[src/rtl/ckc_pkg.sv]
// Shared types, constants and byte/digit helper functions of the keyed
// base-62 chained byte cipher. No dependencies.
package ckc_pkg;

    localparam int KEY_DEPTH_DFLT = 64;
    localparam int QUEUE_DEPTH    = 2;
    localparam int QPW            = (QUEUE_DEPTH > 1) ? $clog2(QUEUE_DEPTH) : 1;
    localparam int QCW            = $clog2(QUEUE_DEPTH + 1);

    localparam logic OP_KEY  = 1'b0;
    localparam logic OP_DATA = 1'b1;

    localparam logic MODE_ENC = 1'b0;
    localparam logic MODE_DEC = 1'b1;

    localparam logic CFG_MODE       = 1'b0;
    localparam logic CFG_KEY_LENGTH = 1'b1;

    localparam logic [7:0] CHAR_X    = 8'h58;
    localparam logic [7:0] CHAR_D    = 8'h44;
    localparam logic [5:0] ESC_BASE  = 6'd57;
    localparam logic [7:0] DEC_BIAS  = 8'd186;
    localparam logic [1:0] TAG_DONE  = 2'd2;

    typedef enum logic [2:0] {
        B_IDLE,
        B_TAG_X,
        B_TAG_D,
        B_DIG,
        B_DIG2
    } back_state_t;

    typedef struct packed {
        logic       cls_nz;
        logic [2:0] cls;
        logic [5:0] val;
    } split_t;

    typedef struct packed {
        logic [5:0] digit;
        logic       bad;
    } char_t;

    typedef struct packed {
        logic       op;
        logic       first;
        logic [5:0] key_index;
        logic [7:0] key_byte;
        logic [7:0] data_byte;
        logic [2:0] cls;
        logic [5:0] val;
        logic       bad;
    } entry_t;

    function automatic logic [5:0] mod62(input logic [7:0] x);
        logic [5:0] r;
        if (x >= 8'd248)
            r = 6'(x - 8'd248);
        else if (x >= 8'd186)
            r = 6'(x - 8'd186);
        else if (x >= 8'd124)
            r = 6'(x - 8'd124);
        else if (x >= 8'd62)
            r = 6'(x - 8'd62);
        else
            r = 6'(x);
        return r;
    endfunction

    function automatic logic [7:0] to_char(input logic [5:0] d);
        logic [7:0] r;
        if (d < 6'd10)
            r = 8'(d) + 8'd48;
        else if (d < 6'd36)
            r = 8'(d) + 8'd55;
        else
            r = 8'(d) + 8'd61;
        return r;
    endfunction

    function automatic char_t from_char(input logic [7:0] c);
        char_t r;
        r.bad = 1'b0;
        if (c >= 8'd48 && c <= 8'd57)
            r.digit = 6'(c - 8'd48);
        else if (c >= 8'd65 && c <= 8'd90)
            r.digit = 6'(c - 8'd55);
        else if (c >= 8'd97 && c <= 8'd122)
            r.digit = 6'(c - 8'd61);
        else
        begin
            r.digit = 6'd0;
            r.bad   = 1'b1;
        end
        return r;
    endfunction

    function automatic split_t split_byte(input logic [7:0] b);
        split_t r;
        if (b < 8'd48)
        begin
            r.cls = 3'd1;
            r.val = 6'(b);
        end
        else if (b <= 8'd57)
        begin
            r.cls = 3'd0;
            r.val = 6'(b - 8'd48);
        end
        else if (b < 8'd65)
        begin
            r.cls = 3'd1;
            r.val = 6'(b - 8'd10);
        end
        else if (b <= 8'd86)
        begin
            r.cls = 3'd0;
            r.val = 6'(b - 8'd55);
        end
        else if (b <= 8'd90)
        begin
            r.cls = 3'd4;
            r.val = 6'(b - 8'd33);
        end
        else if (b < 8'd97)
        begin
            r.cls = 3'd4;
            r.val = 6'(b - 8'd60);
        end
        else if (b <= 8'd122)
        begin
            r.cls = 3'd0;
            r.val = 6'(b - 8'd65);
        end
        else if (b <= 8'd173)
        begin
            r.cls = 3'd2;
            r.val = 6'(b - 8'd123);
        end
        else if (b <= 8'd224)
        begin
            r.cls = 3'd3;
            r.val = 6'(b - 8'd167);
        end
        else
        begin
            r.cls = 3'd4;
            r.val = 6'(b - 8'd225);
        end
        r.cls_nz = (r.cls != 3'd0);
        return r;
    endfunction

    function automatic logic [7:0] join_byte(input logic [2:0] cls, input logic [5:0] v);
        logic [7:0] r;
        unique case (cls)
            3'd0:
            begin
                if (v < 6'd10)
                    r = 8'(v) + 8'd48;
                else if (v <= 6'd31)
                    r = 8'(v) + 8'd55;
                else
                    r = 8'(v) + 8'd65;
            end
            3'd1:    r = (v < 6'd48) ? 8'(v) : 8'(v) + 8'd10;
            3'd2:    r = 8'(v) + 8'd123;
            3'd3:    r = 8'(v) + 8'd167;
            default:
            begin
                if (v < 6'd31)
                    r = 8'(v) + 8'd225;
                else if (v < 6'd37)
                    r = 8'(v) + 8'd60;
                else
                    r = 8'(v) + 8'd33;
            end
        endcase
        return r;
    endfunction

    function automatic logic [7:0] dflt_key(input logic [7:0] idx);
        logic [7:0] r;
        unique case (idx)
            8'd0:  r = 8'hbb;  8'd1:  r = 8'h65;  8'd2:  r = 8'hf6;  8'd3:  r = 8'h72;
            8'd4:  r = 8'h13;  8'd5:  r = 8'h3e;  8'd6:  r = 8'h54;  8'd7:  r = 8'h8d;
            8'd8:  r = 8'h7a;  8'd9:  r = 8'h58;  8'd10: r = 8'h47;  8'd11: r = 8'hca;
            8'd12: r = 8'hae;  8'd13: r = 8'h94;  8'd14: r = 8'h1b;  8'd15: r = 8'h98;
            8'd16: r = 8'h4e;  8'd17: r = 8'hdb;  8'd18: r = 8'h02;  8'd19: r = 8'h64;
            8'd20: r = 8'h9f;  8'd21: r = 8'h81;  8'd22: r = 8'h70;  8'd23: r = 8'h3a;
            8'd24: r = 8'h43;  8'd25: r = 8'h4c;  8'd26: r = 8'h00;  8'd27: r = 8'he4;
            8'd28: r = 8'h89;  8'd29: r = 8'h3d;  8'd30: r = 8'h39;  8'd31: r = 8'h43;
            8'd32: r = 8'h97;  8'd33: r = 8'hd0;  8'd34: r = 8'h95;  8'd35: r = 8'hc9;
            8'd36: r = 8'hac;  8'd37: r = 8'hc5;  8'd38: r = 8'h0b;  8'd39: r = 8'h29;
            8'd40: r = 8'h4f;  8'd41: r = 8'hcc;  8'd42: r = 8'ha9;  8'd43: r = 8'h7b;
            8'd44: r = 8'h1f;  8'd45: r = 8'h33;  8'd46: r = 8'hc8;  8'd47: r = 8'h0b;
            8'd48: r = 8'h89;  8'd49: r = 8'h30;
            default: r = 8'h00;
        endcase
        return r;
    endfunction

endpackage

[src/rtl/ckc_in_if.sv]
// Input channel of the cipher: valid/ready handshake with key-write and
// data-byte payload. No dependencies.
interface ckc_in_if;
    logic       valid;
    logic       ready;
    logic       op;
    logic [5:0] key_index;
    logic [7:0] key_byte;
    logic [7:0] data_byte;
    logic       first;

    modport source (output valid, op, key_index, key_byte, data_byte, first, input ready);
    modport sink   (input valid, op, key_index, key_byte, data_byte, first, output ready);
endinterface

[src/rtl/ckc_out_if.sv]
// Result channel of the cipher: valid/ready handshake with output byte,
// last marker and error flag. No dependencies.
interface ckc_out_if;
    logic       valid;
    logic       ready;
    logic [7:0] out_byte;
    logic       out_last;
    logic       error;

    modport source (output valid, out_byte, out_last, error, input ready);
    modport sink   (input valid, out_byte, out_last, error, output ready);
endinterface

[src/rtl/ckc_front.sv]
// Front end: accepts input items and classifies data bytes (class/value
// split or base-62 digit decode). Depends on ckc_pkg and ckc_in_if.
module ckc_front (
    ckc_in_if.sink          item,
    input  logic            mode,
    input  logic            q_full,
    output logic            q_push,
    output ckc_pkg::entry_t q_entry
);

    ckc_pkg::split_t sp;
    ckc_pkg::char_t  ch;

    assign sp = ckc_pkg::split_byte(item.data_byte);
    assign ch = ckc_pkg::from_char(item.data_byte);

    assign item.ready = !q_full;
    assign q_push     = item.valid && !q_full;

    always_comb
    begin
        q_entry.op        = item.op;
        q_entry.first     = item.first;
        q_entry.key_index = item.key_index;
        q_entry.key_byte  = item.key_byte;
        q_entry.data_byte = item.data_byte;
        if (mode == ckc_pkg::MODE_ENC)
        begin
            q_entry.cls = sp.cls;
            q_entry.val = sp.val;
            q_entry.bad = 1'b0;
        end
        else
        begin
            q_entry.cls = 3'd0;
            q_entry.val = ch.digit;
            q_entry.bad = ch.bad;
        end
    end

endmodule

[src/rtl/ckc_queue.sv]
// Short item queue between front end and sequencer.
// Depends on ckc_pkg.
module ckc_queue (
    input  logic            clk,
    input  logic            rst_n,
    input  logic            push,
    input  ckc_pkg::entry_t push_entry,
    input  logic            pop,
    output logic            q_valid,
    output logic            q_full,
    output ckc_pkg::entry_t head
);

    localparam int                     DEPTH = ckc_pkg::QUEUE_DEPTH;
    localparam int                     PW    = ckc_pkg::QPW;
    localparam int                     CW    = ckc_pkg::QCW;
    localparam logic [PW-1:0]          LAST  = PW'(DEPTH - 1);

    ckc_pkg::entry_t entry_reg [DEPTH];
    logic [PW-1:0]   wr_ptr_reg, wr_ptr_next;
    logic [PW-1:0]   rd_ptr_reg, rd_ptr_next;
    logic [CW-1:0]   count_reg,  count_next;

    assign q_valid = (count_reg != '0);
    assign q_full  = (count_reg == CW'(DEPTH));
    assign head    = entry_reg[rd_ptr_reg];

    always_comb
    begin
        wr_ptr_next = wr_ptr_reg;
        rd_ptr_next = rd_ptr_reg;
        count_next  = count_reg;
        if (push)
            wr_ptr_next = (wr_ptr_reg == LAST) ? '0 : wr_ptr_reg + 1'b1;
        if (pop)
            rd_ptr_next = (rd_ptr_reg == LAST) ? '0 : rd_ptr_reg + 1'b1;
        if (push && !pop)
            count_next = count_reg + 1'b1;
        else if (pop && !push)
            count_next = count_reg - 1'b1;
    end

    always_ff @(posedge clk or negedge rst_n)
    begin
        if (!rst_n)
        begin
            wr_ptr_reg <= '0;
            rd_ptr_reg <= '0;
            count_reg  <= '0;
        end
        else
        begin
            wr_ptr_reg <= wr_ptr_next;
            rd_ptr_reg <= rd_ptr_next;
            count_reg  <= count_next;
        end
    end

    always_ff @(posedge clk)
    begin
        if (push)
            entry_reg[wr_ptr_reg] <= push_entry;
    end

`ifndef SYNTHESIS
    a_no_pop_empty: assert property (@(posedge clk) disable iff (!rst_n)
        pop |-> (count_reg != '0))
        else $error("pop from empty queue");

    a_no_push_full: assert property (@(posedge clk) disable iff (!rst_n)
        push |-> (count_reg != CW'(DEPTH)))
        else $error("push into full queue");

    a_count_up: assert property (@(posedge clk) disable iff (!rst_n)
        (push && !pop) |=> (count_reg == CW'($past(count_reg) + 1'b1)))
        else $error("queue count did not advance on push");
`endif

endmodule

[src/rtl/ckc_back.sv]
// Sequencer: key store, chain state and result emission.
// Depends on ckc_pkg and ckc_out_if.
module ckc_back #(
    parameter int KEY_DEPTH = ckc_pkg::KEY_DEPTH_DFLT
) (
    input  logic            clk,
    input  logic            rst_n,
    input  logic            mode,
    input  logic [6:0]      key_length,
    input  logic            q_valid,
    input  ckc_pkg::entry_t head,
    output logic            pop,
    ckc_out_if.source       result
);

    localparam int KW = (KEY_DEPTH > 1) ? $clog2(KEY_DEPTH) : 1;
    localparam int LW = $clog2(KEY_DEPTH + 1);

    ckc_pkg::back_state_t state_reg, state_next;

    logic [7:0]           key_mem [KEY_DEPTH];
    logic [KEY_DEPTH-1:0] key_vld_reg;
    logic                 mem_we;
    logic [KW-1:0]        mem_waddr;
    logic                 rd_en;
    logic [KW-1:0]        rd_addr;
    logic [7:0]           rd_data_reg;
    logic                 rd_vld_reg;
    logic [KW-1:0]        rd_addr_reg;

    logic [5:0]    prev_digit_reg,    prev_digit_next;
    logic [KW-1:0] key_pos_reg,       key_pos_next;
    logic [2:0]    pending_class_reg, pending_class_next;
    logic [1:0]    tag_count_reg,     tag_count_next;
    logic          tag_bad_reg,       tag_bad_next;

    logic       w_load;
    logic [2:0] w_cls_reg;
    logic [5:0] w_val_reg;
    logic       w_bad_reg;

    logic       out_valid_reg, out_valid_next;
    logic       out_load;
    logic [7:0] o_byte;
    logic       o_last;
    logic       o_err;
    logic [7:0] out_byte_reg;
    logic       out_last_reg;
    logic       error_reg;
    logic       slot_free;

    logic [LW-1:0] eff_len;
    logic [7:0]    kval;
    logic [5:0]    km;
    logic [5:0]    enc_x;
    logic [5:0]    enc_d;
    logic [5:0]    dec_v;
    logic [KW-1:0] c_key_pos;
    logic [KW-1:0] pos_eff;
    logic          tb_now;

    function automatic logic [KW-1:0] pos_step(input logic [KW-1:0] p,
                                               input logic [LW-1:0] len);
        logic [LW-1:0] inc;
        inc = LW'(p) + 1'b1;
        return (inc >= len) ? '0 : KW'(inc);
    endfunction

    always_comb
    begin
        if (key_length == 7'd0)
            eff_len = LW'(1);
        else if (32'(key_length) > KEY_DEPTH)
            eff_len = LW'(KEY_DEPTH);
        else
            eff_len = LW'(key_length);
    end

    assign kval  = rd_vld_reg ? rd_data_reg : ckc_pkg::dflt_key(8'(rd_addr_reg));
    assign km    = ckc_pkg::mod62(kval);
    assign enc_x = (state_reg == ckc_pkg::B_DIG && w_cls_reg != 3'd0)
                   ? 6'(w_cls_reg) + ckc_pkg::ESC_BASE : w_val_reg;
    assign enc_d = ckc_pkg::mod62(8'(enc_x) + 8'(km) + 8'(prev_digit_reg));
    assign dec_v = ckc_pkg::mod62(8'(w_val_reg) + ckc_pkg::DEC_BIAS - 8'(km)
                                  - 8'(prev_digit_reg));
    assign tb_now = tag_bad_reg | w_bad_reg;

    assign c_key_pos = head.first ? '0 : key_pos_reg;
    assign pos_eff   = (LW'(c_key_pos) >= eff_len) ? '0 : c_key_pos;

    assign slot_free = !out_valid_reg || result.ready;

    always_comb
    begin
        state_next         = state_reg;
        prev_digit_next    = prev_digit_reg;
        key_pos_next       = key_pos_reg;
        pending_class_next = pending_class_reg;
        tag_count_next     = tag_count_reg;
        tag_bad_next       = tag_bad_reg;
        pop                = 1'b0;
        mem_we             = 1'b0;
        mem_waddr          = KW'(head.key_index);
        rd_en              = 1'b0;
        rd_addr            = pos_eff;
        w_load             = 1'b0;
        out_load           = 1'b0;
        o_byte             = 8'd0;
        o_last             = 1'b0;
        o_err              = 1'b0;

        unique case (state_reg)
            ckc_pkg::B_IDLE:
            begin
                if (q_valid)
                begin
                    pop = 1'b1;
                    if (head.op == ckc_pkg::OP_KEY)
                    begin
                        mem_we = (32'(head.key_index) < KEY_DEPTH);
                    end
                    else
                    begin
                        prev_digit_next    = head.first ? 6'd0 : prev_digit_reg;
                        pending_class_next = head.first ? 3'd0 : pending_class_reg;
                        tag_count_next     = head.first ? 2'd0 : tag_count_reg;
                        tag_bad_next       = head.first ? 1'b0 : tag_bad_reg;
                        key_pos_next       = c_key_pos;
                        if (mode == ckc_pkg::MODE_ENC)
                        begin
                            pending_class_next = 3'd0;
                            w_load             = 1'b1;
                            rd_en              = 1'b1;
                            key_pos_next       = pos_step(pos_eff, eff_len);
                            if (tag_count_next < ckc_pkg::TAG_DONE)
                            begin
                                tag_count_next = ckc_pkg::TAG_DONE;
                                state_next     = ckc_pkg::B_TAG_X;
                            end
                            else
                                state_next = ckc_pkg::B_DIG;
                        end
                        else if (tag_count_next < ckc_pkg::TAG_DONE)
                        begin
                            if (head.data_byte != ((tag_count_next == 2'd0)
                                                   ? ckc_pkg::CHAR_X : ckc_pkg::CHAR_D))
                                tag_bad_next = 1'b1;
                            tag_count_next = tag_count_next + 1'b1;
                        end
                        else
                        begin
                            w_load       = 1'b1;
                            rd_en        = 1'b1;
                            key_pos_next = pos_step(pos_eff, eff_len);
                            state_next   = ckc_pkg::B_DIG;
                        end
                    end
                end
            end
            ckc_pkg::B_TAG_X:
            begin
                if (slot_free)
                begin
                    out_load   = 1'b1;
                    o_byte     = ckc_pkg::CHAR_X;
                    state_next = ckc_pkg::B_TAG_D;
                end
            end
            ckc_pkg::B_TAG_D:
            begin
                if (slot_free)
                begin
                    out_load   = 1'b1;
                    o_byte     = ckc_pkg::CHAR_D;
                    state_next = ckc_pkg::B_DIG;
                end
            end
            ckc_pkg::B_DIG:
            begin
                if (slot_free)
                begin
                    if (mode == ckc_pkg::MODE_ENC)
                    begin
                        out_load        = 1'b1;
                        o_byte          = ckc_pkg::to_char(enc_d);
                        prev_digit_next = enc_d;
                        if (w_cls_reg != 3'd0)
                        begin
                            rd_en        = 1'b1;
                            rd_addr      = key_pos_reg;
                            key_pos_next = pos_step(key_pos_reg, eff_len);
                            state_next   = ckc_pkg::B_DIG2;
                        end
                        else
                        begin
                            o_last     = 1'b1;
                            state_next = ckc_pkg::B_IDLE;
                        end
                    end
                    else
                    begin
                        prev_digit_next = w_val_reg;
                        tag_bad_next    = tb_now;
                        state_next      = ckc_pkg::B_IDLE;
                        if (pending_class_reg == 3'd0 && dec_v > ckc_pkg::ESC_BASE)
                            pending_class_next = 3'(dec_v - ckc_pkg::ESC_BASE);
                        else
                        begin
                            out_load           = 1'b1;
                            o_byte             = ckc_pkg::join_byte(pending_class_reg, dec_v);
                            o_last             = 1'b1;
                            o_err              = tb_now;
                            pending_class_next = 3'd0;
                        end
                    end
                end
            end
            ckc_pkg::B_DIG2:
            begin
                if (slot_free)
                begin
                    out_load        = 1'b1;
                    o_byte          = ckc_pkg::to_char(enc_d);
                    o_last          = 1'b1;
                    prev_digit_next = enc_d;
                    state_next      = ckc_pkg::B_IDLE;
                end
            end
            default:
            begin
                state_next = ckc_pkg::B_IDLE;
            end
        endcase

        if (out_load)
            out_valid_next = 1'b1;
        else if (result.ready)
            out_valid_next = 1'b0;
        else
            out_valid_next = out_valid_reg;
    end

    always_ff @(posedge clk or negedge rst_n)
    begin
        if (!rst_n)
        begin
            state_reg         <= ckc_pkg::B_IDLE;
            prev_digit_reg    <= '0;
            key_pos_reg       <= '0;
            pending_class_reg <= '0;
            tag_count_reg     <= '0;
            tag_bad_reg       <= 1'b0;
            out_valid_reg     <= 1'b0;
            key_vld_reg       <= '0;
        end
        else
        begin
            state_reg         <= state_next;
            prev_digit_reg    <= prev_digit_next;
            key_pos_reg       <= key_pos_next;
            pending_class_reg <= pending_class_next;
            tag_count_reg     <= tag_count_next;
            tag_bad_reg       <= tag_bad_next;
            out_valid_reg     <= out_valid_next;
            if (mem_we)
                key_vld_reg[mem_waddr] <= 1'b1;
        end
    end

    always_ff @(posedge clk)
    begin
        if (mem_we)
            key_mem[mem_waddr] <= head.key_byte;
        if (rd_en)
        begin
            rd_data_reg <= key_mem[rd_addr];
            rd_vld_reg  <= key_vld_reg[rd_addr];
            rd_addr_reg <= rd_addr;
        end
        if (w_load)
        begin
            w_cls_reg <= head.cls;
            w_val_reg <= head.val;
            w_bad_reg <= head.bad;
        end
        if (out_load)
        begin
            out_byte_reg <= o_byte;
            out_last_reg <= o_last;
            error_reg    <= o_err;
        end
    end

    assign result.valid    = out_valid_reg;
    assign result.out_byte = out_byte_reg;
    assign result.out_last = out_last_reg;
    assign result.error    = error_reg;

`ifndef SYNTHESIS
    a_dig2_order: assert property (@(posedge clk) disable iff (!rst_n)
        (state_reg == ckc_pkg::B_DIG2) |->
            ($past(state_reg) == ckc_pkg::B_DIG || $past(state_reg) == ckc_pkg::B_DIG2))
        else $error("second digit without first digit");

    a_key_pos_range: assert property (@(posedge clk) disable iff (!rst_n)
        (state_reg != ckc_pkg::B_IDLE) |-> (LW'(key_pos_reg) < eff_len))
        else $error("key position beyond key length");

    a_pending_range: assert property (@(posedge clk) disable iff (!rst_n)
        pending_class_reg <= 3'd4)
        else $error("escape class out of range");
`endif

endmodule

[src/rtl/keyed_base62_chained_byte_cipher_unit.sv]
// Top level of the keyed base-62 chained byte cipher: configuration
// registers, front end, item queue and sequencer.
// Depends on ckc_pkg, ckc_in_if, ckc_out_if, ckc_front, ckc_queue, ckc_back.

// A key write is handled in the sequencer's idle state, as is a tag character
// in decrypt mode. A data byte first reads the key store (a memory with a
// registered read port), then forms the digit and, once the result slot is
// free, loads the output register; a decrypted escape digit only records its
// class. An encrypted byte that needs an escape digit adds a second key read
// and digit, and the first encrypted byte of a message is preceded by the "XD"
// tag. Items pass a two-entry queue, so the input keeps accepting while the
// sequencer waits on the result channel, until the queue fills. Key store
// contents follow the default key out of reset without any clearing pass.
module keyed_base62_chained_byte_cipher_unit #(
    parameter int KEY_DEPTH = ckc_pkg::KEY_DEPTH_DFLT
) (
    input  logic       clk,
    input  logic       rst_n,
    ckc_in_if.sink     item,
    ckc_out_if.source  result,
    input  logic       cfg_we,
    input  logic       cfg_index,
    input  logic [6:0] cfg_data
);

    logic       mode_reg;
    logic [6:0] key_length_reg;

    logic            q_push;
    logic            q_pop;
    logic            q_valid;
    logic            q_full;
    ckc_pkg::entry_t q_entry;
    ckc_pkg::entry_t q_head;

    always_ff @(posedge clk or negedge rst_n)
    begin
        if (!rst_n)
        begin
            mode_reg       <= ckc_pkg::MODE_ENC;
            key_length_reg <= 7'd50;
        end
        else if (cfg_we)
        begin
            unique case (cfg_index)
                ckc_pkg::CFG_MODE:       mode_reg       <= cfg_data[0];
                ckc_pkg::CFG_KEY_LENGTH: key_length_reg <= cfg_data;
                default:                 mode_reg       <= mode_reg;
            endcase
        end
    end

    ckc_front u_front (
        .item    (item),
        .mode    (mode_reg),
        .q_full  (q_full),
        .q_push  (q_push),
        .q_entry (q_entry)
    );

    ckc_queue u_queue (
        .clk        (clk),
        .rst_n      (rst_n),
        .push       (q_push),
        .push_entry (q_entry),
        .pop        (q_pop),
        .q_valid    (q_valid),
        .q_full     (q_full),
        .head       (q_head)
    );

    ckc_back #(
        .KEY_DEPTH (KEY_DEPTH)
    ) u_back (
        .clk        (clk),
        .rst_n      (rst_n),
        .mode       (mode_reg),
        .key_length (key_length_reg),
        .q_valid    (q_valid),
        .head       (q_head),
        .pop        (q_pop),
        .result     (result)
    );

endmodule
[src/flat_wrapper.sv]
// flat-port wrapper written by rule: the top's interface ports become plain ports
module keyed_base62_chained_byte_cipher_unit_flat 
#(
    parameter int KEY_DEPTH = ckc_pkg::KEY_DEPTH_DFLT
)
  (clk, rst_n, cfg_we, cfg_index, cfg_data, item_valid, item_op, item_key_index, item_key_byte, item_data_byte, item_first, item_ready, result_valid, result_out_byte, result_out_last, result_error, result_ready);
  ckc_in_if item_i ();
  ckc_out_if result_i ();
  input  logic clk;
  input  logic rst_n;
  input  logic cfg_we;
  input  logic cfg_index;
  input  logic [6:0] cfg_data;
  input wire logic [$bits(item_i.valid)-1:0] item_valid;
  input wire logic [$bits(item_i.op)-1:0] item_op;
  input wire logic [$bits(item_i.key_index)-1:0] item_key_index;
  input wire logic [$bits(item_i.key_byte)-1:0] item_key_byte;
  input wire logic [$bits(item_i.data_byte)-1:0] item_data_byte;
  input wire logic [$bits(item_i.first)-1:0] item_first;
  output wire logic [$bits(item_i.ready)-1:0] item_ready;
  output wire logic [$bits(result_i.valid)-1:0] result_valid;
  output wire logic [$bits(result_i.out_byte)-1:0] result_out_byte;
  output wire logic [$bits(result_i.out_last)-1:0] result_out_last;
  output wire logic [$bits(result_i.error)-1:0] result_error;
  input wire logic [$bits(result_i.ready)-1:0] result_ready;
  assign item_i.valid = item_valid;
  assign item_i.op = item_op;
  assign item_i.key_index = item_key_index;
  assign item_i.key_byte = item_key_byte;
  assign item_i.data_byte = item_data_byte;
  assign item_i.first = item_first;
  assign item_ready = item_i.ready;
  assign result_valid = result_i.valid;
  assign result_out_byte = result_i.out_byte;
  assign result_out_last = result_i.out_last;
  assign result_error = result_i.error;
  assign result_i.ready = result_ready;
  keyed_base62_chained_byte_cipher_unit #(.KEY_DEPTH(KEY_DEPTH)) u_core (.clk(clk), .rst_n(rst_n), .item(item_i), .result(result_i), .cfg_we(cfg_we), .cfg_index(cfg_index), .cfg_data(cfg_data));
endmodule
[config.mk]
export PLATFORM = sky130hd
export DESIGN_NAME = keyed_base62_chained_byte_cipher_unit_flat
export DESIGN_NICKNAME = d
export VERILOG_FILES = /design/src/rtl/ckc_pkg.sv /design/src/rtl/ckc_in_if.sv /design/src/rtl/ckc_out_if.sv /design/src/rtl/ckc_front.sv /design/src/rtl/ckc_queue.sv /design/src/rtl/ckc_back.sv /design/src/rtl/keyed_base62_chained_byte_cipher_unit.sv /design/src/flat_wrapper.sv
export SDC_FILE = /design/constraint.sdc
export NUM_CORES = 1
export LEC_CHECK = 0
export ABC_AREA = 1
export BUFFER_PORTS_ARGS = -buffer_cell sky130_fd_sc_hd__buf_2
export CORE_ASPECT_RATIO = 1.25
export CORE_MARGIN = 2
export CORE_UTILIZATION = 36
export CTS_CLUSTER_DIAMETER = 40
export CTS_CLUSTER_SIZE = 14
export DETAILED_ROUTE_END_ITERATION = 7
export GPL_TIMING_DRIVEN = 1
export PLACE_DENSITY = 0.56
export SLEW_MARGIN = 15
export SYNTH_ARGS = -nofsm -noshare
export SYNTH_HDL_FRONTEND = slang
export SYNTH_HIERARCHICAL = 1
export SYNTH_SLANG_ARGS = --single-unit
[constraint.sdc]
create_clock -name clk -period 7.05 [get_ports clk]
set_clock_uncertainty 0.1 [all_clocks]
set_input_delay 0.3525 -clock clk [delete_from_list [all_inputs] [get_ports clk]]
set_output_delay 0.3525 -clock clk [all_outputs]
set_load 0.02 [all_outputs]
### After elaboration in Yosys (flattened, before gate mapping)

Memory sizes are Yosys's and may differ from the RTL's. A register that Yosys moved wholly into a read port is not among the register bits.
Index checks and enable logic that the tools add are counted.

* memories kept: 3
* register bits: 125
* output and inout port bits: 12
* ROM bits: 512
* memory bits (writable): 580

* multiplexer cells: 142
* add/sub/neg operators: 48
* bitwise operators: 6
* reduce and logical (&&, ||, !) cells: 34
* order comparisons: 40
* equality and inequality tests: 21

Memory list
* (no name shown): depth 64, bits a word 8, read ports 1, clocked after Yosys merged registers in 1, wr ports 0, line ckc_pkg.sv:184 `unique case (idx)`
* u_core.u_back.key_mem: depth 64, bits a word 8, read ports 1, clocked after Yosys merged registers in 1, wr ports 1, line ckc_back.sv:21 `logic [7:0] key_mem [KEY_DEPTH];`
* u_core.u_queue.entry_reg: depth 2, bits a word 34, read ports 1, clocked after Yosys merged registers in 0, wr ports 1, line ckc_queue.sv:19 `ckc_pkg::entry_t entry_reg [DEPTH];`

Operator list (count)
* $mux 6: 38
* $sub 6x6->6 const B: 20
* $mux 9: 9
* $mux 8: 8
* $or 64x64->64: 1
* $pmux 8 s4: 2
* $mux 7: 8
* $mux 3: 17
* $add 6x6->7 const B: 7
* $ge 8x8->1 const B: 6
* $mux 1: 41
* $ge 8x7->1 const B: 5
* $ge 8x6->1 const B: 4
* $le 8x7->1 const B: 3
* $lt 6x6->1 const B: 3
* $pmux 6 s3: 1
* $reduce_and 6->1: 3
* $add 6x7->8 const B: 2
* $add 6x8->8 const B: 2
* $le 8x8->1 const B: 2
* $lt 8x7->1 const B: 2
* $sub 8x6->8: 2
* $pmux 3 s5: 1
* $add 6x1->7 const B: 2
* other kinds (55): 102

### Longest topological paths before layout

Gate-level depths: netlist of run 1.

* word-level depth: 21
* mapped depth: 49

### Cells and area by module

The synthesis of run 1 kept the hierarchy.

Modules (own cells, without submodules)
* ckc_back: cells an instance 2956, times used 1, area each 31223.7 µm², sequential area each 18738.0 µm²
* ckc_queue: cells an instance 131, times used 1, area each 2811.4 µm², sequential area each 2142.1 µm²
* ckc_front: cells an instance 324, times used 1, area each 1865.5 µm², sequential area each 0.0 µm²
* keyed_base62_chained_byte_cipher_unit: cells an instance 37, times used 1, area each 345.3 µm², sequential area each 203.9 µm²

### Worst setup path before layout of run 1

No wires, ideal clock.

* path type: register to register
* start: reg u_core.u_back.rd_vld_reg
* end: reg u_core.u_back.out_byte_reg[6] (netlist: u_core/u_back/result.out_byte[6]) (data pin)
* setup slack: 442 ps
* data required time: 6691 ps
* cell stages (with the launch flop): 43
* arrival time: 6249 ps
* path through: edfxtp_1 > buf_1 > o21ai_0 > inv_1 > ha_1 > nand4_1 > inv_1 > nand2_1 > a31oi_1 > inv_1 > nand3_1 > o211ai_1 > a21oi_1 > ha_1 > inv_1 > fa_1 > ha_1 > fa_1 > [7 not listed] > nor2_1 > nand2_1 > nand2_1 > nand2_2 > nand2_4 > inv_2 > ha_1 > a21boi_0 > nand2_1 > nand2_4 > clkinv_2 > nand2_2 > nand3b_1 > nand2_1 > nand3_1 > nand2_1 > nand2_1 > nand3_1

* cells in the longest elaborated chain, start to end: 21
* elaborated cells between the ends (all ways): 75
* classes of those cells: 28 x add/sub; 20 x order compare; 26 x mux; 1 x reduce/logical

RTL lines
* from (decl): line ckc_back.sv:28 `logic rd_vld_reg;`
* from (signal assigned): line ckc_back.sv:277 `rd_vld_reg <= key_vld_reg[rd_addr];`
* $mux 8 *: line ckc_back.sv:79 `assign kval = rd_vld_reg ? rd_data_reg : ckc_pkg::dflt_key(8'(rd_addr_reg));`
* $ge 8x6->1 or $sub 6x6->6 (tied branches): line ckc_pkg.sv:63, ckc_pkg.sv:64
* $mux 6: line ckc_pkg.sv:63 `else if (x >= 8'd62)`
* $mux 6: line ckc_pkg.sv:61 `else if (x >= 8'd124)`
* $mux 6: line ckc_pkg.sv:59 `else if (x >= 8'd186)`
* $mux 6 *: line ckc_pkg.sv:57 `if (x >= 8'd248)`
* $sub 8x6->8: line ckc_back.sv:84 `assign dec_v = ckc_pkg::mod62(8'(w_val_reg) + ckc_pkg::DEC_BIAS - 8'(km)`
* $sub 8x6->8: line ckc_back.sv:85 `- 8'(prev_digit_reg));`
* [6 not listed]
* $mux 8 or $mux 7 (tied branches): line ckc_pkg.sv:161, ckc_pkg.sv:173
* $mux 8, on equally long branches: line ckc_pkg.sv:159, ckc_pkg.sv:171
* $pmux 8 s4: line ckc_pkg.sv:156 `unique case (cls)`
* $mux 8: line ckc_back.sv:205 `if (pending_class_reg == 3'd0 && dec_v > ckc_pkg::ESC_BASE)`
* $mux 8: line ckc_back.sv:182 `if (mode == ckc_pkg::MODE_ENC)`
* $mux 8: line ckc_back.sv:180 `if (slot_free)`
* $pmux 8 s4 *: line ckc_back.sv:112 `unique case (state_reg)`
* named net u_core.u_back.o_byte[6]: line ckc_back.sv:44 `logic [7:0] o_byte;`
* to (signal assigned): line ckc_back.sv:288 `out_byte_reg <= o_byte;`
* to (decl): line ckc_back.sv:47 `logic [7:0] out_byte_reg;`

Mark *: on every way through the listed nets, which the timed path passes. The rest lies on a longest branch.
A chain may end at the register's enable or synchronous reset.

### Final worst setup path of run 1

* start: reg u_core.u_back.rd_vld_reg
* end: reg u_core.u_back.out_byte_reg[2] (netlist: u_core/u_back/result.out_byte[2]) (data pin)

Same word-level chain as after synthesis.

==> out/summary.txt, run 1 <==
Detailed Place HPWL: 61.32 mm
First-pass GRT wire length: 146.5 mm
Yosys top cell area share: 0.5095
Area Growth Syn to Fin: 15.15%
Seq/Total Area, Yosys: 0.5817
Vias in the first global route: 25139
Max frequency: 0.1505 GHz
Most common cell in the netlist: edfxtp_1
RR Endpoint: u_core/u_back/result.out_byte[2]$_DFFE_PP_
Core Area: 0.1002 sq mm
Worst reg-to-reg setup slack: 410 ps
Async set-reset flop share out of synthesis: 0.1359
Layout cells sized above 1: 0.1624
Chip height: 358.8 um
FF-to-FF path depth: 38
Total Wirelength: 94.66 mm
Starting Density: 0.3618
Num ports: 49
Post-route ant nets: 0
Antenna violations before repair: 0
EDFF count, synth: 615
Post-Syn Nets: 3616
Arrival time worst endpoint: 6950 ps
Vias/cell: 5.217
Status: completed
TritonCTS Buffers: 88
DR vias: 25708
Max incr delay on CP: 630 ps
Worst reg2reg startpoint: u_core/u_back/rd_vld_reg$_DFFE_PP_
CP Capture Type: flip-flop
Crit path buf inv count: 7
Hold Path Class: primary input to asynchronous set/reset pin
Total grt overflow: 0
Post-synthesis cell type count: 75
Synthesized flop and latch total: 721
# diodes: 0
Max-slew violation count: 0
Die Wd: 287.8 um
RD Place Congestion: 0.9214
Max transition margin: 0.2651
CP max stage cell: fa_2
Final Hold Viols: 0
GRT Total Usage: 0.1829
# clock sinks: 721
CTS max path bufs: 3
Crit-path max FO: 9
Reg clk slew, reported paths: 60 ps
Area contributors post-synth: edfxtp_1, dfrtp_1, nand2_1, nor2_1, o21ai_0
Critical path's top delay family: adder cells
Final-report setup violation count: 0
H-tree depth: 3
Clock root cell: clkbuf_16
Die area: 0.1033 sq mm
Initial drt markers: 1984
PortBufs: 48
Setup_tns: 0 ps
Cells after synthesis: 3448
Final net count: 3700
Number of flip-flops in the largest register: 512
Synth area leader: edfxtp_1
Site Rows: 130
CP most frequent cell: nand2_1
Insertion delay to the later sink of the worst-skew pair: 680 ps
Residual DRC: 0
CTS tree: done
Worst Max-Slew Pin Slew: 1099 ps
Largest net degree at the start of global routing: 140
Final worst-path cycle share: 0.9424
Final Critical Period: 6644 ps
Critical path type: flip-flop to flip-flop
Synth warnings: 6
Netlist Area Pre-Place: 0.03625 sq mm
Avg WL per Cell: 19.21 um
Pre-antenna DRT Iters: 8
Startpoint class of the critical path: flip-flop
Max-Cap Viols: 0
CP required: 7360 ps
Avg Cell Area, Syn: 10.51 sq um
Primary FF master, synth: edfxtp_1
Synth top cells by count: edfxtp_1, nand2_1, nor2_1
==> what timing repair did <==
action,CTS,global route
pin swaps,0,24
endpoints found under the hold margin,90,0
hold buffers,50,0
endpoints found under the setup margin,4,24
gates resized for setup,4,80
buffers inserted,0,15
==> cell usage in the layout (no fill, tap or decap), types with 16 or more instances in the layout <==
| cell | Yosys | layout |
|---|---|---|
| edfxtp_1 | 615 | 615 |
| nand2_1 | 457 | 447 |
| nor2_1 | 445 | 439 |
| o21ai_0 | 300 | 293 |
| inv_1 | 265 | 257 |
| nand3_1 | 203 | 201 |
| or2_2 | 108 | 107 |
| ha_1 | 116 | 106 |
| o211ai_1 | 98 | 98 |
| dfrtp_1 | 95 | 94 |
| clkbuf_16 | 0 | 88 |
| buf_4 | 35 | 72 |
| o221ai_1 | 66 | 65 |
| a21oi_1 | 78 | 64 |
| o32ai_1 | 64 | 64 |
| o21ai_1 | 50 | 53 |
| dlygate4sd3_1 | 0 | 50 |
| buf_2 | 36 | 47 |
| inv_2 | 29 | 32 |
| nand4_1 | 30 | 30 |
| mux2_4 | 29 | 29 |
| xor2_1 | 30 | 28 |
| nand2_2 | 15 | 22 |
| o22ai_1 | 21 | 21 |
| clkinv_4 | 1 | 16 |
==> worst reg2reg max path: cells and delay by family (launching register included) <==
| kind | cells | cell delay (ps) |
|---|---|---|
| buf+inv | 7 | 810 |
| flops | 1 | 470 |
| fa+ha+maj | 6 | 2050 |
| compound gates | 7 | 1270 |
| simple gates | 18 | 1680 |
==> layer usage <==
metal	up-vias	GRT usage	wire (um)
li1	12340	-	-
met1	12573	0.2233	39570
met2	607	0.3250	47910
met3	188	0.02405	3686
met4	0	0.07461	3494
met5	-	0	0
==> worst max path at each step <==
| stage | cells after the start | end | startpoint |
|---|---|---|---|
| finish | 38 | u_core/u_back/result.out_byte[2]$_DFFE_PP_ | u_core/u_back/rd_vld_reg$_DFFE_PP_ |
| global route | 43 | u_core/u_back/result.out_byte[6]$_DFFE_PP_ | u_core/u_back/rd_vld_reg$_DFFE_PP_ |
| CTS | 42 | u_core/u_back/result.out_byte[5]$_DFFE_PP_ | u_core/u_back/rd_vld_reg$_DFFE_PP_ |
| detailed placement | 41 | u_core/u_back/result.out_byte[5]$_DFFE_PP_ | u_core/u_back/rd_vld_reg$_DFFE_PP_ |
| global placement | 38 | u_core/u_back/result.out_byte[4]$_DFFE_PP_ | u_core/u_back/rd_vld_reg$_DFFE_PP_ |
| floorplan | 42 | u_core/u_back/result.out_byte[6]$_DFFE_PP_ | u_core/u_back/rd_vld_reg$_DFFE_PP_ |
==> logic make-up after synthesis <==
kind of cell               count (synthesis)  synth area share
and+or+nand+nor                         1309            0.1603
AOI/OAI and AO/OA                        728            0.1263
DFF                                      721            0.5817
buffers and inverters                    484           0.05903
adders and majority gates                131           0.04833
xor gates and xnor gates                  39           0.01015
muxes                                     36           0.01412
==> cell type report <==
| type | instances | area (sq um) |
|---|---|---|
| Inverter | 302 | 1161 |
| Clock buffer | 95 | 2238 |
| Clock inverter | 71 | 859.6 |
| Tap cell | 1320 | 1652 |
| Fill cell | 9594 | 58460 |
| Timing Repair Buffer | 176 | 1408 |
| Sequential cell | 721 | 21090 |
| Multi-Input combinational cell | 2243 | 13330 |
==> stage by stage <==
stage	area, sq um	std cells	utilization	setup WS [ps]	hold slack (ps)
floorplan	36250	3448	-	441.9	-43.09
detailed placement	37740	4697	0.3767	-33.41	259.0
finish	41740	4928	0.4166	405.9	105.5
global placement	37740	4697	0.3767	64.88	260.0
CTS	41350	4913	0.4127	29.05	67.07
global route	41740	4928	0.4166	-57.22	122.1
Power of run 1 is left out: the tool's default activity adds up to more than one toggle a clock period on the data nets, which glitch-free logic cannot reach.
==> run 2: changes to the inputs <==
- CORE_ASPECT_RATIO: 1.25 -> 0.8
- REMOVE_ABC_BUFFERS: unset -> 1
==> run 2 against run 1 <==
Net effect: clock-buffer cell count grew 6; via count up 1.5%; cell count decreased by 0.18%; first-iteration DRC count rose by 31%; die area stayed put; wire length up 1.5%; final area shrank 0.28%; sequential cell count unchanged; core utilization shrank 0.12 points; worst setup slack improved by 23 ps; critical path depth is 1 higher.
==> out/summary.txt, run 2 (same netlist as run 1, synthesis figures left out) <==
CP most frequent cell: nand2_1
Die Wd: 358.8 um
Final net count: 3682
Max transition margin: 0.2216
Hold Path Sink: u_core/u_queue/entry_reg[0][12]$_DFFE_PP_
# clock sinks: 721
Site Rows: 104
Critical path type: flip-flop to flip-flop
Max frequency: 0.1510 GHz
Avg WL per Cell: 19.53 um
CTS tree: done
Launch point of the worst path: u_core/u_back/rd_vld_reg$_DFFE_PP_
Post-DP Area: 0.03770 sq mm
Max-Cap Viols: 0
Max-slew violation count: 0
Final instance area: 0.04162 sq mm
RR Endpoint: u_core/u_back/result.out_byte[7]$_DFFE_PP_
Total Wirelength: 96.05 mm
Starting Density: 0.3618
CP Capture Type: flip-flop
Reg clk slew, reported paths: 60 ps
Initial drt markers: 2602
Final Critical Period: 6621 ps
Commonest cells after routing, fill and taps aside: edfxtp_1, nand2_1, nor2_1
GRT Total Usage: 0.1848
CP max stage cell: fa_2
Worst reg-to-reg setup slack: 430 ps
Core Area: 0.1002 sq mm
Arrival time worst endpoint: 7040 ps
Min-delay src: item_data_byte[2]
Area Growth Syn to Fin: 14.83%
RD Place Congestion: 0.9268
Layout cells sized above 1: 0.1617
Total grt overflow: 0
Pre-antenna DRT Iters: 5
Worst hold path depth: 1
Largest net degree at the start of global routing: 161
FF-to-FF path depth: 39
Status: completed
Antenna violations before repair: 2
Crit-path max FO: 6
Startpoint class of the critical path: flip-flop
Hold Path Class: primary input to flip-flop
Die area: 0.1033 sq mm
DR vias: 26101
Final worst-path cycle share: 0.9392
CTS max path bufs: 3
Vias in the first global route: 24883
Chip height: 287.8 um
Residual DRC: 0
Commonest non-fill, non-tap cell in the layout: edfxtp_1
First-pass GRT wire length: 148.3 mm
Worst reg2reg startpoint: u_core/u_back/rd_vld_reg$_DFFE_PP_
H-tree depth: 3
Detailed Place HPWL: 61.05 mm
Worst Max-Slew Pin Slew: 1165 ps
Fill count: 9537
PortBufs: 48
Insertion delay to the later sink of the worst-skew pair: 670 ps
Num ports: 49
Final-report setup violation count: 0
TritonCTS Buffers: 94
Number of flip-flops in the largest register: 512
CP required: 7470 ps
Clock root cell: clkbuf_16
Final Hold Viols: 0
Vias/cell: 5.306
Max incr delay on CP: 570 ps
Post-route ant nets: 0
[run 2: worst max-delay path by stage]
stage,to,cells after the start
5_1_grt,u_core/u_back/result.out_byte[5]$_DFFE_PP_,47
3_3_place_gp,u_core/u_back/result.out_byte[5]$_DFFE_PP_,42
3_5_place_dp,u_core/u_back/result.out_byte[5]$_DFFE_PP_,42
4_1_cts,u_core/u_back/result.out_byte[5]$_DFFE_PP_,43
2_1_floorplan,u_core/u_back/rd_data_reg[0]$_DFFE_PP_,18
6_report,u_core/u_back/result.out_byte[7]$_DFFE_PP_,39
[run 2: cell type report]
cell class | count | area (sq um) | area share
antenna | 1 | 2.502 | 0.00006013
sequential | 721 | 21090 | 0.5066
timing repair buffer | 151 | 1161 | 0.02790
clock inverter | 74 | 859.6 | 0.02065
inverter | 302 | 1155 | 0.02775
tap | 1325 | 1658 | 0.03983
multi-input combinational | 2244 | 13300 | 0.3195
clock buffer | 101 | 2400 | 0.05766
[run 2: repair_timing]
item | 4_1_cts | 5_1_grt
hold buffers | 34 | 0
buffers inserted | 0 | 10
gates resized for setup | 1 | 69
endpoints found under the setup margin | 1 | 23
hold endpoints to repair | 108 | 0
gates cloned | 0 | 1
pin swaps | 0 | 19
[run 2: per-layer routing]
metal	track usage	wire (um)	part of all wire
met5	0	13	0.00014
met4	0.04969	2167	0.023
met3	0.03106	6441	0.067
met1	0.2932	48020	0.50
met2	0.2561	39410	0.41
[run 2: worst max-delay path: cells and delay by family (launching register included)]
family	cells	cell delay [ps]
AND/OR/NAND/NOR	17	1910
flip-flops	1	380
buffers and inverters	10	1180
AO/OA/AOI/OAI	6	960
adder cells (fa/ha/maj)	6	1960
[run 2: per-stage QoR]
step                hold WS (ps)  TNS, ps  cells  worst slack (ps)    util
floorplan                 -43.09  -135390   3266             -8259       -
global placement           338.7        0   4698             4.673  0.3763
detailed placement         346.3        0   4698             3.589  0.3763
CTS                        4.317        0   4907             28.80  0.4122
global route               9.786   -27.58   4918            -15.03  0.4154
finish                     39.38        0   4919             428.5  0.4154
Power of run 2 is left out for the same reason.
